**config.mk**
```make
export PLATFORM = sky130hd
export DESIGN_NAME = mcba_div
export DESIGN_NICKNAME = d
export VERILOG_FILES = /design/src/hdl/mcba_pkg.sv /design/src/hdl/mcba_div.sv
export SDC_FILE = /design/constraint.sdc
export NUM_CORES = 1
export LEC_CHECK = 0
export ABC_AREA = 1
export BUFFER_PORTS_ARGS = -buffer_cell sky130_fd_sc_hd__buf_2
export CORE_MARGIN = 1
export CORE_UTILIZATION = 30
export CTS_CLUSTER_DIAMETER = 60
export DETAILED_ROUTE_END_ITERATION = 12
export GPL_TIMING_DRIVEN = 0
export PLACE_DENSITY = 0.51
export SYNTH_ARGS = -nofsm -noshare
export SYNTH_HDL_FRONTEND = slang
export SYNTH_SLANG_ARGS = --single-unit
```
**constraint.sdc**
```tcl
create_clock -name clk -period 12.2 [get_ports clk]
set_clock_uncertainty 0.05 [all_clocks]
set_input_delay 2.44 -clock clk [delete_from_list [all_inputs] [get_ports clk]]
set_output_delay 2.44 -clock clk [all_outputs]
set_load 0.005 [all_outputs]
```
**src/hdl/mcba_pkg.sv**
```systemverilog
`default_nettype none

package mcba_pkg;

  // width of one sample and of one average
  localparam int unsigned SAMPLE_W = 8;
  // channel fields carried on each stream
  localparam int unsigned PORT_CH  = 3;
  localparam int unsigned DATA_W   = SAMPLE_W * PORT_CH;

  // load enables for the two register stages of a divider lane
  typedef struct packed {
    logic ld_abs;
    logic ld_prod;
  } mcba_en_t;

endpackage

`default_nettype wire

```
**src/hdl/mcba_div.sv**
```systemverilog
`default_nettype none

// Signed sum / WINDOW, truncated toward zero, by reciprocal multiply.
// Magnitude and sign are registered, then the product; the quotient
// is formed combinationally from the product register.
module mcba_div #(
  parameter int unsigned WINDOW = 250,
  parameter int unsigned SUM_W  = 16
) (
  input  wire logic                          clk,
  input  wire mcba_pkg::mcba_en_t            en,
  input  wire logic signed [SUM_W-1:0]       sum_i,
  output logic [mcba_pkg::SAMPLE_W-1:0]      q_o
);
  import mcba_pkg::*;

  // exact for every magnitude below 2**SUM_W
  localparam int unsigned SHIFT = SUM_W + $clog2(WINDOW);
  localparam int unsigned MUL_W = SUM_W + 2;
  localparam longint unsigned MUL_L =
    ((64'd1 << SHIFT) + 64'(WINDOW) - 64'd1) / 64'(WINDOW);
  localparam logic [MUL_W-1:0] MUL = MUL_W'(MUL_L);
  localparam int unsigned PROD_W = SUM_W + MUL_W;

  logic [SUM_W-1:0]    abs_r;
  logic                neg_a_r;
  logic [PROD_W-1:0]   prod_r;
  logic                neg_p_r;
  logic [PROD_W-1:0]   quo;
  logic [SAMPLE_W-1:0] mag;

  always_ff @(posedge clk) begin
    if (en.ld_abs) begin
      neg_a_r <= sum_i[SUM_W-1];
      abs_r   <= sum_i[SUM_W-1] ? (~sum_i + SUM_W'(1)) : sum_i;
    end
    if (en.ld_prod) begin
      neg_p_r <= neg_a_r;
      prod_r  <= PROD_W'(abs_r) * PROD_W'(MUL);
    end
  end

  always_comb begin
    quo = prod_r >> SHIFT;
    mag = quo[SAMPLE_W-1:0];            // at most 128
    q_o = neg_p_r ? (~mag + SAMPLE_W'(1)) : mag;
  end

endmodule

`default_nettype wire

```
==> results of run 1 <==
layer usage:
layer | track usage (%) | vias to the layer above | part of all wire (%)
met2 | 22.4 | 44 | 46
met1 | 17.3 | 1773 | 50
li1 | - | 2205 | -
met4 | 1.62 | 0 | 0.61
met5 | 0 | - | 0
met3 | 1.76 | 7 | 2.5
critical path, cell delays in order, from the launching register on:
cell and delay [ns]:
edfxtp_1 0.56, ha_1 0.29, fa_1 0.47, inv_1 0.05, fa_1 0.51, inv_1 0.06, fa_1 0.57, fa_1 0.43
ha_1 0.31, ha_1 0.34, nand2_1 0.15, inv_2 0.05, nand2_1 0.06, nand2_1 0.08, nand2_1 0.07, nand2_1 0.05
a21oi_1 0.17, nand2_1 0.07, nand2_1 0.06, nand2_1 0.04
registers in the layout (all words and copies together) (netlist names):
register / flops
prod_r: 8
neg_a_r: 1
abs_r: 16
neg_p_r: 1
cell usage in the layout, fill, tap and decap left out:
cell and count:
a21oi_1 12, a31oi_1 2, buf_2 26, buf_4 1, bufinv_16 1, clkbuf_1 1, clkbuf_16 3, clkinv_1 1
edfxtp_1 26, fa_1 39, ha_1 132, inv_1 165, inv_2 4, nand2_1 181, nand2_2 8, nand3_1 17
nand3_2 3, nand3b_1 2, nand4_1 11, nor2_1 45, nor2_2 6, nor2_4 1, nor3_1 4, nor3_2 2
nor3_4 1, nor4_1 1, o21ai_0 4, o21ai_1 2, o21bai_1 1, o31ai_1 1, or2_2 1, xnor2_1 3
xor2_1 16
cell type report:
type | instances | area (µm²) | share of cell area, %
clock inverters | 1 | 30.0 | 0.511
clock buffers | 3 | 75.1 | 1.28
repair buffers | 26 | 130 | 2.21
well taps | 225 | 282 | 4.79
flip-flops and latches | 26 | 781 | 13.3
plain buffers | 2 | 11.3 | 0.192
inverters | 170 | 638 | 10.9
multi-input cells | 495 | 3930 | 66.9
worst paths after layout:
check                 start    endpoint  slack [ns]
hold reg to reg     neg_a_r     neg_p_r        0.54
hold / removal      neg_a_r     neg_p_r        0.54
setup reg to reg  abs_r[13]  prod_r[30]        7.54
setup / recovery  abs_r[13]  prod_r[30]        7.54
metrics by stage:
stage	std cells	setup WS, ns
final	948	7.54
after global routing	948	7.29
after CTS	948	7.52
after detailed placement	944	7.52
after global placement	944	7.54
after floorplan	693	7.95
power by group:
| group | internal, mW | switching, mW | total, mW |
|---|---|---|---|
| Sequential | 0.124 | 0.0246 | 0.148 |
| Clock | 0.0654 | 0.0317 | 0.0971 |
| Combinational | 0.448 | 0.769 | 1.22 |
| Total | 0.637 | 0.825 | 1.46 |
logic make-up (layout without fill, tap and decap cells):
logic type / count (synthesis) / after routing / share of synthesized area, %
flops: 26 / 26 / 14.6
simple gates: 283 / 283 / 22.7
compound gates: 22 / 22 / 2.19
fa+ha+maj: 171 / 171 / 45.4
xor+xnor: 19 / 19 / 3.10
buf+inv: 172 / 202 / 12.1
==> results.md, run 1 <==
- Across the run, the number of max-cap violations was 0.
- The tightest hold path in the finished design has a slack of about 0.54 ns.
- Of all nets on the critical path, the largest fanout is 6.
- The final core utilization is roughly 34%.
- The transition time at the pin with the least slew margin is roughly 0.46 ns.
- The detail route stage leaves a number of antenna-violating nets equal to 0.
- The via count is 4,029.
- At the later pin of the worst-skew pair, clock insertion delay measures 0.27 ns.
- The largest net degree at the start of global routing is 18.
- The number of top-level pins is 27.
- In this run, post-CTS hold repair placed 0 buffers.
- The data arrival time of the worst path is about 4.6 ns.
- Counting cells, the worst reg-to-reg path comes to 19.
- After synthesis, the largest area contributor takes up ~30% of total cell area.
- The power after layout is 1.46 mW.
- Synthesis inferred 26 register bits.
- The number of clock buffers added by TritonCTS is 3.
- The number of input and output port buffers inserted is 26.
- The number of different library cells in the post-synthesis netlist is 30.
- At the worst endpoint, the required time is ~12 ns.
- Among all flip-flop cells after synthesis, the most frequent one is edfxtp_1.
- In this run, synthesis inferred 26 flip-flops with an integrated enable.
- Summed over all cells, the static leakage comes to roughly 3.4 nW.
- The number of slew-limit violations in the final report is 0.
- The initial cell density of the core is around 31%.
- The height of the die is between 100 and 150 µm.
- The average size of a mapped cell is about 7.7 µm².
- The floorplan die width is about 140 µm.
- In the routed design, unresolved DRC markers number 0.
- The via count of the first global-routing pass was ~4,000.
- The Yosys step of the flow raised 0 warnings.
- The smallest clock period supported by the final layout is computed as approximately 4.7 ns.
- The clock net in this run drives a total of 26 sinks.
- The core region area is about 17,000 µm².
- The total cell area at the placement stage is 5770 µm².
- The number of antenna violations at the first check in global routing is 0.
- The total negative setup slack is 0 ns.
- The count of final hold-check violations is 0.
- After detailed routing, the average wire length per cell comes to 11.3 µm.
- After the first detailed-routing iteration, the DRC count stood at between 100 and 150.
- Sequential elements use between 10% and 20% of the synthesized area.
- Setup repair after global routing left no endpoint under its margin.
- STA classifies the critical path startpoint as a register.
- The worst-case clock buffer depth is 2.
- The post-route netlist has under 10% of its cells at a drive strength greater than 1.
- The last weighted congestion value of the routability-driven placer is approximately 0.81.
- The initialized floorplan defines between 40 and 50 standard-cell rows.
- Setup violations remaining at the end of the flow were counted as 0.
- In the routed layout, each cell is associated on average with a via count of around 4.3.
- Headroom to the max-slew limit came out at between 60 and 70%.
- Along the worst hold path, the cell count comes to 0.
- The number of nets in the synthesized netlist is a little under 900.
- The run finished with clean final reports.
- The number of gates resized after CTS is 0.
- For this run, the total global-route usage over all layers was measured as about an eighth.
- The filler cells instantiated in the layout total approximately 1,800.
- The total length of routed wires is around 11,000 µm.
- The post-DP HPWL is slightly below 10,000 µm.
- Summing all non-filler instances in the final layout gives an area of slightly below 6000 µm².
- The number of H-tree levels is 1.
- The path class of the tightest hold or removal check is reg2reg.
- By area the synthesized netlist is led by ha_1, fa_1, edfxtp_1.
- STA classifies the critical path endpoint as a register.
- The net count of the finished layout is roughly 910.
- By count the netlist is led by nand2_1, inv_1, ha_1.
- In this run the power density over the cells is 249 nW/µm².
- The most used standard cell by instance count after synthesis is nand2_1.
- The clock edge transition at the registers on the reported setup and hold paths is 0.07 ns.
- The cell taking the most area after synthesis is ha_1.
- The clock tree from TritonCTS is built.
- The post-CTS setup-driven buffer insertion count is 0.
- The repair_antennas step left the layout with diodes totalling 0.
- The highest achievable clock rate is approximately 210 MHz.
- The synthesized cell area is 5360 µm².
- The synthesis-to-finish area growth is 9.64%.
- The synthesized instance count is ~700.
- The portion of the clock cycle consumed by the worst path in the final layout is a little under two fifths.
- The global-route congestion overflow total is 0.
- The floorplan step defined a die boundary enclosing approximately 18,000 µm².
- The worst-case vdd ir drop is 0.0825 mV.
- The first-pass GRT wire length is around 19,000 µm.
- After synthesis, the share of flip-flops with an asynchronous set or reset is 0%.
- The cell chosen for the clock root is clkbuf_16.
- The worst setup path is of the reg2reg kind.
- Before antenna repair, the detailed router went through 4 iterations.
No activity file was read; power rests on OpenSTA's default activity.
==> inputs of run 2 (changes only) <==
PLACE_DENSITY = 0.52   (was 0.51)
clock period = 4.2 ns   (was 12.2 ns; I/O delays follow)
==> run 2 against run 1 <==
Effect of this change:
- the flow now finishes with violations (setup timing)
- critical endpoint is now prod_r[28]
- via count is 3.1% higher
- maximum frequency increased by 9.8%
- first-iteration DRC count decreased by 0.86%
- sequential share of layout area down 1.2 points
==> results.md, run 2 (synthesis results as in run 1) <==
- The number of input and output port buffers inserted is 26 (unchanged).
- The height of the die was 136 µm (unchanged).
- The DRC marker count from the first detailed-route iteration was 115 (was 116).
- The worst-skew pair later-pin latency came to 0.27 ns (about the same).
- Most frequent cells in the layout: nand2_1, inv_1, ha_1, nor2_1, fa_1 (unchanged).
- The count of nets left with antenna violations after detail routing is 0 (unchanged).
- The highest achievable clock rate is 236 MHz (was 215 MHz).
- The total negative setup slack is -0.157 ns (was 0 ns).
- The number of antenna violations at the first check in global routing is 0 (unchanged).
- The post-detailed-route DRC marker count is 0 (unchanged).
- The met1 track utilization from global routing is 17.5% (was 17.3%).
- The total number of clock tree sinks was 26 (unchanged).
- The post-DP HPWL is 9670 µm (was 9790 µm).
- The total track usage is 13.2% (was 12.9%).
- The layer with the highest usage after global routing is met2 (unchanged).
- The final antenna diode count is 0 (unchanged).
- The initial cell density of the core is 30.9% (unchanged).
- The wire length per cell is 11.6 µm (was 11.3 µm).
- The core region area came to 17,400 µm² (unchanged).
- The total length of routed wires is 11,200 µm (was 10,700 µm).
- The largest fanout on the critical path is 3 (was 6).
- The worst-case clock buffer depth is 2 (unchanged).
- The element type at the critical path end is a register (unchanged).
- The number of H-tree levels is 1 (unchanged).
- The number of slew-limit violations in the final report is 0 (unchanged).
- The data arrival time of the worst path was 4.23 ns (was 4.64 ns).
- The floorplan die width is 136 µm (unchanged).
- Setup repair after global routing missed its margin: true (was false).
- The portion of the clock cycle consumed by the worst path in the final layout is 101% (was 38.2%).
- Biggest registers after layout: abs_r x16, prod_r x8 (unchanged).
- The via count is 4,154 (was 4,029).
- The number of flip-flops under the largest register name is 16 (unchanged).
- The final core utilization is 37.2% (was 33.9%).
- The met2 track demand over resource is 23.6% (was 22.4%).
- The clock edge transition at the registers on the reported setup and hold paths was 0.07 ns (about the same).
- The transition time at the pin with the least slew margin is 0.440 ns (was 0.464 ns).
- Status: finished, violations left (was finished, final reports clean).
- The commonest non-fill, non-tap cell in the layout is nand2_1 (unchanged).
- The synthesis-to-finish area growth is 20.3% (was 9.64%).
- The launch instance of the worst register-to-register path was abs_r[15] (was abs_r[13]).
- The source of the critical timing path is abs_r[15] (was abs_r[13]).
- The critical path launch point type was a register (unchanged).
- The number of setup violations in the final report came to 5 (was 0).
- The count of final hold-check violations is 0 (unchanged).
- The clock tree from TritonCTS is built (unchanged).
- The global routing met3 resource utilization is 1.57% (was 1.76%).
- The register-to-register path setup slack is -0.04 ns (was 7.54 ns).
- The register bank with the most flops is abs_r (unchanged).
- The number of optimization iterations in the first detailed-route pass is 4 (unchanged).
- The worst slack at placement was -0.423 ns (was 7.52 ns).
- The largest net degree at the start of global routing is 18 (unchanged).
- The final reports fail on setup timing.
- The detail-routed via count per cell is 4.28 (was 4.25).
- The number of top-level pins is 27 (unchanged).
- The layout net count is 936 (was 914).
- The final worst-path setup slack came to -0.0441 ns (was 7.54 ns).
- The via count of the first global-routing pass was 4,142 (was 4,005).
- The number of standard-cell rows in the floorplan is 48 (unchanged).
- The path type of the worst setup path is reg2reg (unchanged).
- The overall die area came to 18,400 µm² (unchanged).
- The number of buffers created by CTS was 3 (unchanged).
- The final hold slack is 0.526 ns (was 0.540 ns).
- The hold path startpoint was neg_a_r (unchanged).
- The max-cap violation count was 0 (unchanged).
- The first-pass GRT wire length was 19,100 µm (was 18,600 µm).
- The post-route minimum period came to 4.24 ns (was 4.66 ns).
- The cell chosen for the clock root is clkbuf_16 (unchanged).
- The global-route congestion overflow total is 0 (unchanged).
- The remaining max-slew budget at the tightest pin is 70.7% (was 69.1%).
- The last weighted congestion value of the routability-driven placer was 0.809 (was 0.806).
- The required time at the endpoint of the critical path was 4.18 ns (was 12.18 ns).
- The type of the worst min-delay path is reg2reg (unchanged).
- The share of post-route cells with drive strength above 1 is 20.1% (was 7.88%).
[run 2: worst max-delay path: stages (launching register included)]
cell and delay (ns):
edfxtp_1 0.42, ha_2 0.21, fa_2 0.53, inv_2 0.04
fa_2 0.53, inv_2 0.04, fa_2 0.53, fa_2 0.46
ha_4 0.29, ha_4 0.22, nand2_4 0.10, inv_4 0.04
nand2_4 0.08, inv_2 0.03, nand2_1 0.04, nand2_1 0.06
a21oi_2 0.17, nand2_1 0.07, nand2_1 0.06, nand2_1 0.05
[run 2: final timing paths]
kind                                   end  cells after the start
worst max-delay path            prod_r[28]                     19
worst min-delay path               neg_p_r                      0
worst min register to register     neg_p_r                      0
worst max register to register  prod_r[28]                     19
[run 2: layout make-up]
class / count / area, µm²
buffer: 2 / 11.3
clock buffer: 3 / 75.1
clock inverter: 1 / 30.0
fill: 1790 / 10900
inverter: 170 / 641
multi-input combinational: 495 / 4320
sequential: 26 / 781
tap: 225 / 282
timing repair buffer: 48 / 310
[run 2: layer usage]
metal | up-vias | share of wire, % | wire [µm]
met2 | 42 | 49 | 5480
li1 | 2252 | - | -
met3 | 4 | 2.0 | 227
met4 | 0 | 0.28 | 31
met1 | 1856 | 49 | 5490
met5 | - | 0 | 0
[run 2: what timing repair did]
action	in CTS	in global routing
buffers inserted	20	2
gates resized for setup	33	46
setup endpoints to repair	8	8
hold buffers	0	0
pin swaps	20	27
[run 2: metrics by stage]
stage               cells  cell area (µm²)
floorplan             693             5400
global placement      944             5810
detailed placement    944             5810
CTS                   968             6270
global route          970             6450
finish                970             6450
Power of run 2 is not shown: default switching activity piles up to over one toggle a cycle in this logic, so the estimate is an artifact.
==> inputs of run 3 (changes only) <==
MAX_ROUTING_LAYER = met4   (was unset)
PLACE_DENSITY = 0.45   (was 0.52)
clock period = 5.05 ns   (was 4.2 ns; I/O delays follow)
==> run 3 against run 2 <==
Effect of this change:
- the flow now finishes without violations
- global-route usage is 0.82 points higher
- hold slack worse by 0.0039 ns
- core utilization shrank 3.3 points
- non-clock buffer count decreased by 22
- register-to-register slack improved by 0.44 ns
- final cell count is 2.3% lower
==> results.md, run 3 (synthesis results as in run 1) <==
- The layout net count is 914 (was 936).
- The via count is 4,136 (was 4,154).
- The post-detailed-route DRC marker count was 0 (unchanged).
- The number of flip-flops under the largest register name is 16 (unchanged).
- The number of H-tree levels is 1 (unchanged).
- The post-route minimum period is 4.66 ns (was 4.24 ns).
- The share of post-route cells with drive strength above 1 is 7.88% (was 20.1%).
- The detail-routed via count per cell came to 4.36 (was 4.28).
- Total power for the finished layout comes to between 3 and 4 mW.
- The hold path startpoint is neg_a_r (unchanged).
- The total number of clock tree sinks is 26 (unchanged).
- The multi-input combinational cell area is 3930 µm² (was 4320 µm²).
- The via count of the first global-routing pass is 4,345 (was 4,142).
- The portion of the clock cycle consumed by the worst path in the final layout is 92.2% (was 101%).
- The number of slew-limit violations in the final report is 0 (unchanged).
- The final antenna diode count is 0 (unchanged).
- The element type at the critical path end was a register (unchanged).
- Most frequent cells in the layout: nand2_1, inv_1, ha_1, nor2_1, fa_1 (unchanged).
- The largest net degree at the start of global routing is 18 (unchanged).
- The clock tree from TritonCTS is built (unchanged).
- The final hold slack came to 0.522 ns (was 0.526 ns).
- The register-to-register path setup slack was 0.39 ns (was -0.04 ns).
- The overall die area is 18,400 µm² (unchanged).
- The required time at the endpoint of the critical path is 5.03 ns (was 4.18 ns).
- The number of gates resized after CTS is 0 (was 33).
- The first-pass GRT wire length is 19,700 µm (was 19,100 µm).
- The number of top-level pins is 27 (unchanged).
- The number of standard-cell rows in the floorplan is 48 (unchanged).
- The floorplan die width is 136 µm (unchanged).
- The number of antenna violations at the first check in global routing is 0 (unchanged).
- The worst-case IR drop observed on VDD is 0.178 mV.
- The commonest non-fill, non-tap cell in the layout is nand2_1 (unchanged).
- The end of the worst register-to-register path was prod_r[26] (was prod_r[28]).
- The max-cap violation count is 0 (unchanged).
- The path type of the worst setup path is reg2reg (unchanged).
- The total length of routed wires is 11,300 µm (was 11,200 µm).
- The number of optimization iterations in the first detailed-route pass is 4 (unchanged).
- The number of setup violations in the final report came to 0 (was 5).
- The clock edge transition at the registers on the reported setup and hold paths is 0.07 ns (about the same).
- The DRC marker count from the first detailed-route iteration is 103 (was 115).
- The register area is 781 µm² (unchanged).
- The worst-case clock buffer depth was 2 (unchanged).
- The type of the worst min-delay path is reg2reg (unchanged).
- The data arrival time of the worst path is 4.64 ns (was 4.23 ns).
- The final worst-path setup slack is 0.393 ns (was -0.0441 ns).
- The worst-skew pair later-pin latency is 0.27 ns (about the same).
- The largest fanout on the critical path was 6 (was 3).
- The post-DP HPWL is 10,300 µm (was 9670 µm).
- The initial cell density of the core came to 30.9% (unchanged).
- The global-route congestion overflow total is 0 (unchanged).
- The register bank with the most flops is abs_r (unchanged).
- The total power per unit cell area is just over 600 nW/µm².
- The worst-case hold path end point is neg_p_r (unchanged).
- The wire length per cell is 11.9 µm (was 11.6 µm).
- The total track usage is 14.0% (was 13.2%).
- The count of nets left with antenna violations after detail routing is 0 (unchanged).
- The height of the die came to 136 µm (unchanged).
- The post-CTS setup-driven buffer insertion count was 0 (was 20).
- The highest achievable clock rate is 215 MHz (was 236 MHz).
- The hold buffer count at cts was 0 (unchanged).
- The total cell area at the placement stage is 5770 µm² (was 5810 µm²).
- The last weighted congestion value of the routability-driven placer is 0.864 (was 0.809).
- The cell chosen for the clock root is clkbuf_16 (unchanged).
- The remaining max-slew budget at the tightest pin was 67.6% (was 70.7%).
- The design area came to 5880 µm² (was 6450 µm²).
- Status: finished, final reports clean (was finished, violations left).
- The count of cells along the worst hold path is 0 (unchanged).
- The launch instance of the worst register-to-register path is abs_r[13] (was abs_r[15]).
- The number of input and output port buffers inserted came to 26 (unchanged).
- The number of cells on the worst reg-to-reg path came to 16 (was 19).
- Setup repair after global routing missed its margin: false (was true).
- The number of buffers created by CTS is 3 (unchanged).
- The count of final hold-check violations is 0 (unchanged).
- The worst slack at placement is 0.372 ns (was -0.423 ns).
- The core region area is 17,400 µm² (unchanged).
- The total negative setup slack is 0 ns (was -0.157 ns).
- The critical path launch point type is a register (unchanged).
- The total leakage power is 3.39 nW.
- Biggest registers after layout: abs_r x16, prod_r x8 (unchanged).
- The number of fill cells was 1,870 (was 1,790).
- The transition time at the pin with the least slew margin came to 0.486 ns (was 0.440 ns).
- The synthesis-to-finish area growth is 9.64% (was 20.3%).
-- run 3: changes by cell type in the layout (fill, tap and decap cells not counted), moves of 8 or more --
cell     previous run  this run
nand2_1           160       181
nor2_1             35        45
nor2_2             14         6
buf_4              19         1
ha_4               17         0
nand2_2            23         8
ha_1              112       132
-- run 3: through the flow --
| step | utilization [%] | cells |
|---|---|---|
| detailed placement | 33.3 | 944 |
| global route | 33.9 | 948 |
| CTS | 33.9 | 948 |
| global placement | 33.3 | 944 |
| floorplan | - | 693 |
| finish | 33.9 | 948 |
-- run 3: worst max path at each step --
stage                     depth (start not counted)       from  slack, ns    endpoint
after floorplan                                  19  abs_r[13]       0.80  prod_r[28]
after global placement                           16  abs_r[13]       0.39  prod_r[26]
after detailed placement                         16  abs_r[13]       0.37  prod_r[26]
after CTS                                        16  abs_r[13]       0.36  prod_r[26]
after global routing                             18  abs_r[13]       0.12  prod_r[31]
final                                            16  abs_r[13]       0.39  prod_r[26]
-- run 3: metal layers --
layer | vias to the layer above | GRT usage, % | wire length, µm | share of wire, %
met2 | 59 | 25.1 | 5510 | 49
li1 | 2206 | - | - | -
met1 | 1858 | 17.0 | 5430 | 48
met3 | 13 | 1.83 | 251 | 2.2
met5 | - | - | 0 | 0
met4 | 0 | 1.94 | 137 | 1.2
-- run 3: critical path, cell delays in order, from the launching register on --
cell      delay (ns)
edfxtp_1        0.57
ha_1            0.30
fa_1            0.48
inv_1           0.05
fa_1            0.51
inv_1           0.06
fa_1            0.56
fa_1            0.42
ha_1            0.31
ha_1            0.32
nand2_1         0.11
nor2_1          0.25
nand2_1         0.08
nor2_1          0.09
o21ai_1         0.12
nand4_1         0.10
nand2_1         0.05
-- run 3: report_power, final --
group,switching [mW],internal (mW),total [mW],leakage (nW)
sequential,0.0608,0.299,0.360,0.254
combinational,1.88,1.08,2.96,3.08
clock,0.0778,0.158,0.236,0.0511
-- run 3: area by class of cell --
cell class,instances,share of cell area (%)
timing repair buffer,26,2.21
buffer,2,0.192
clock buffer,3,1.28
inverter,170,10.9
clock inverter,1,0.511
multi-input combinational,495,66.9
sequential,26,13.3
tap,225,4.79
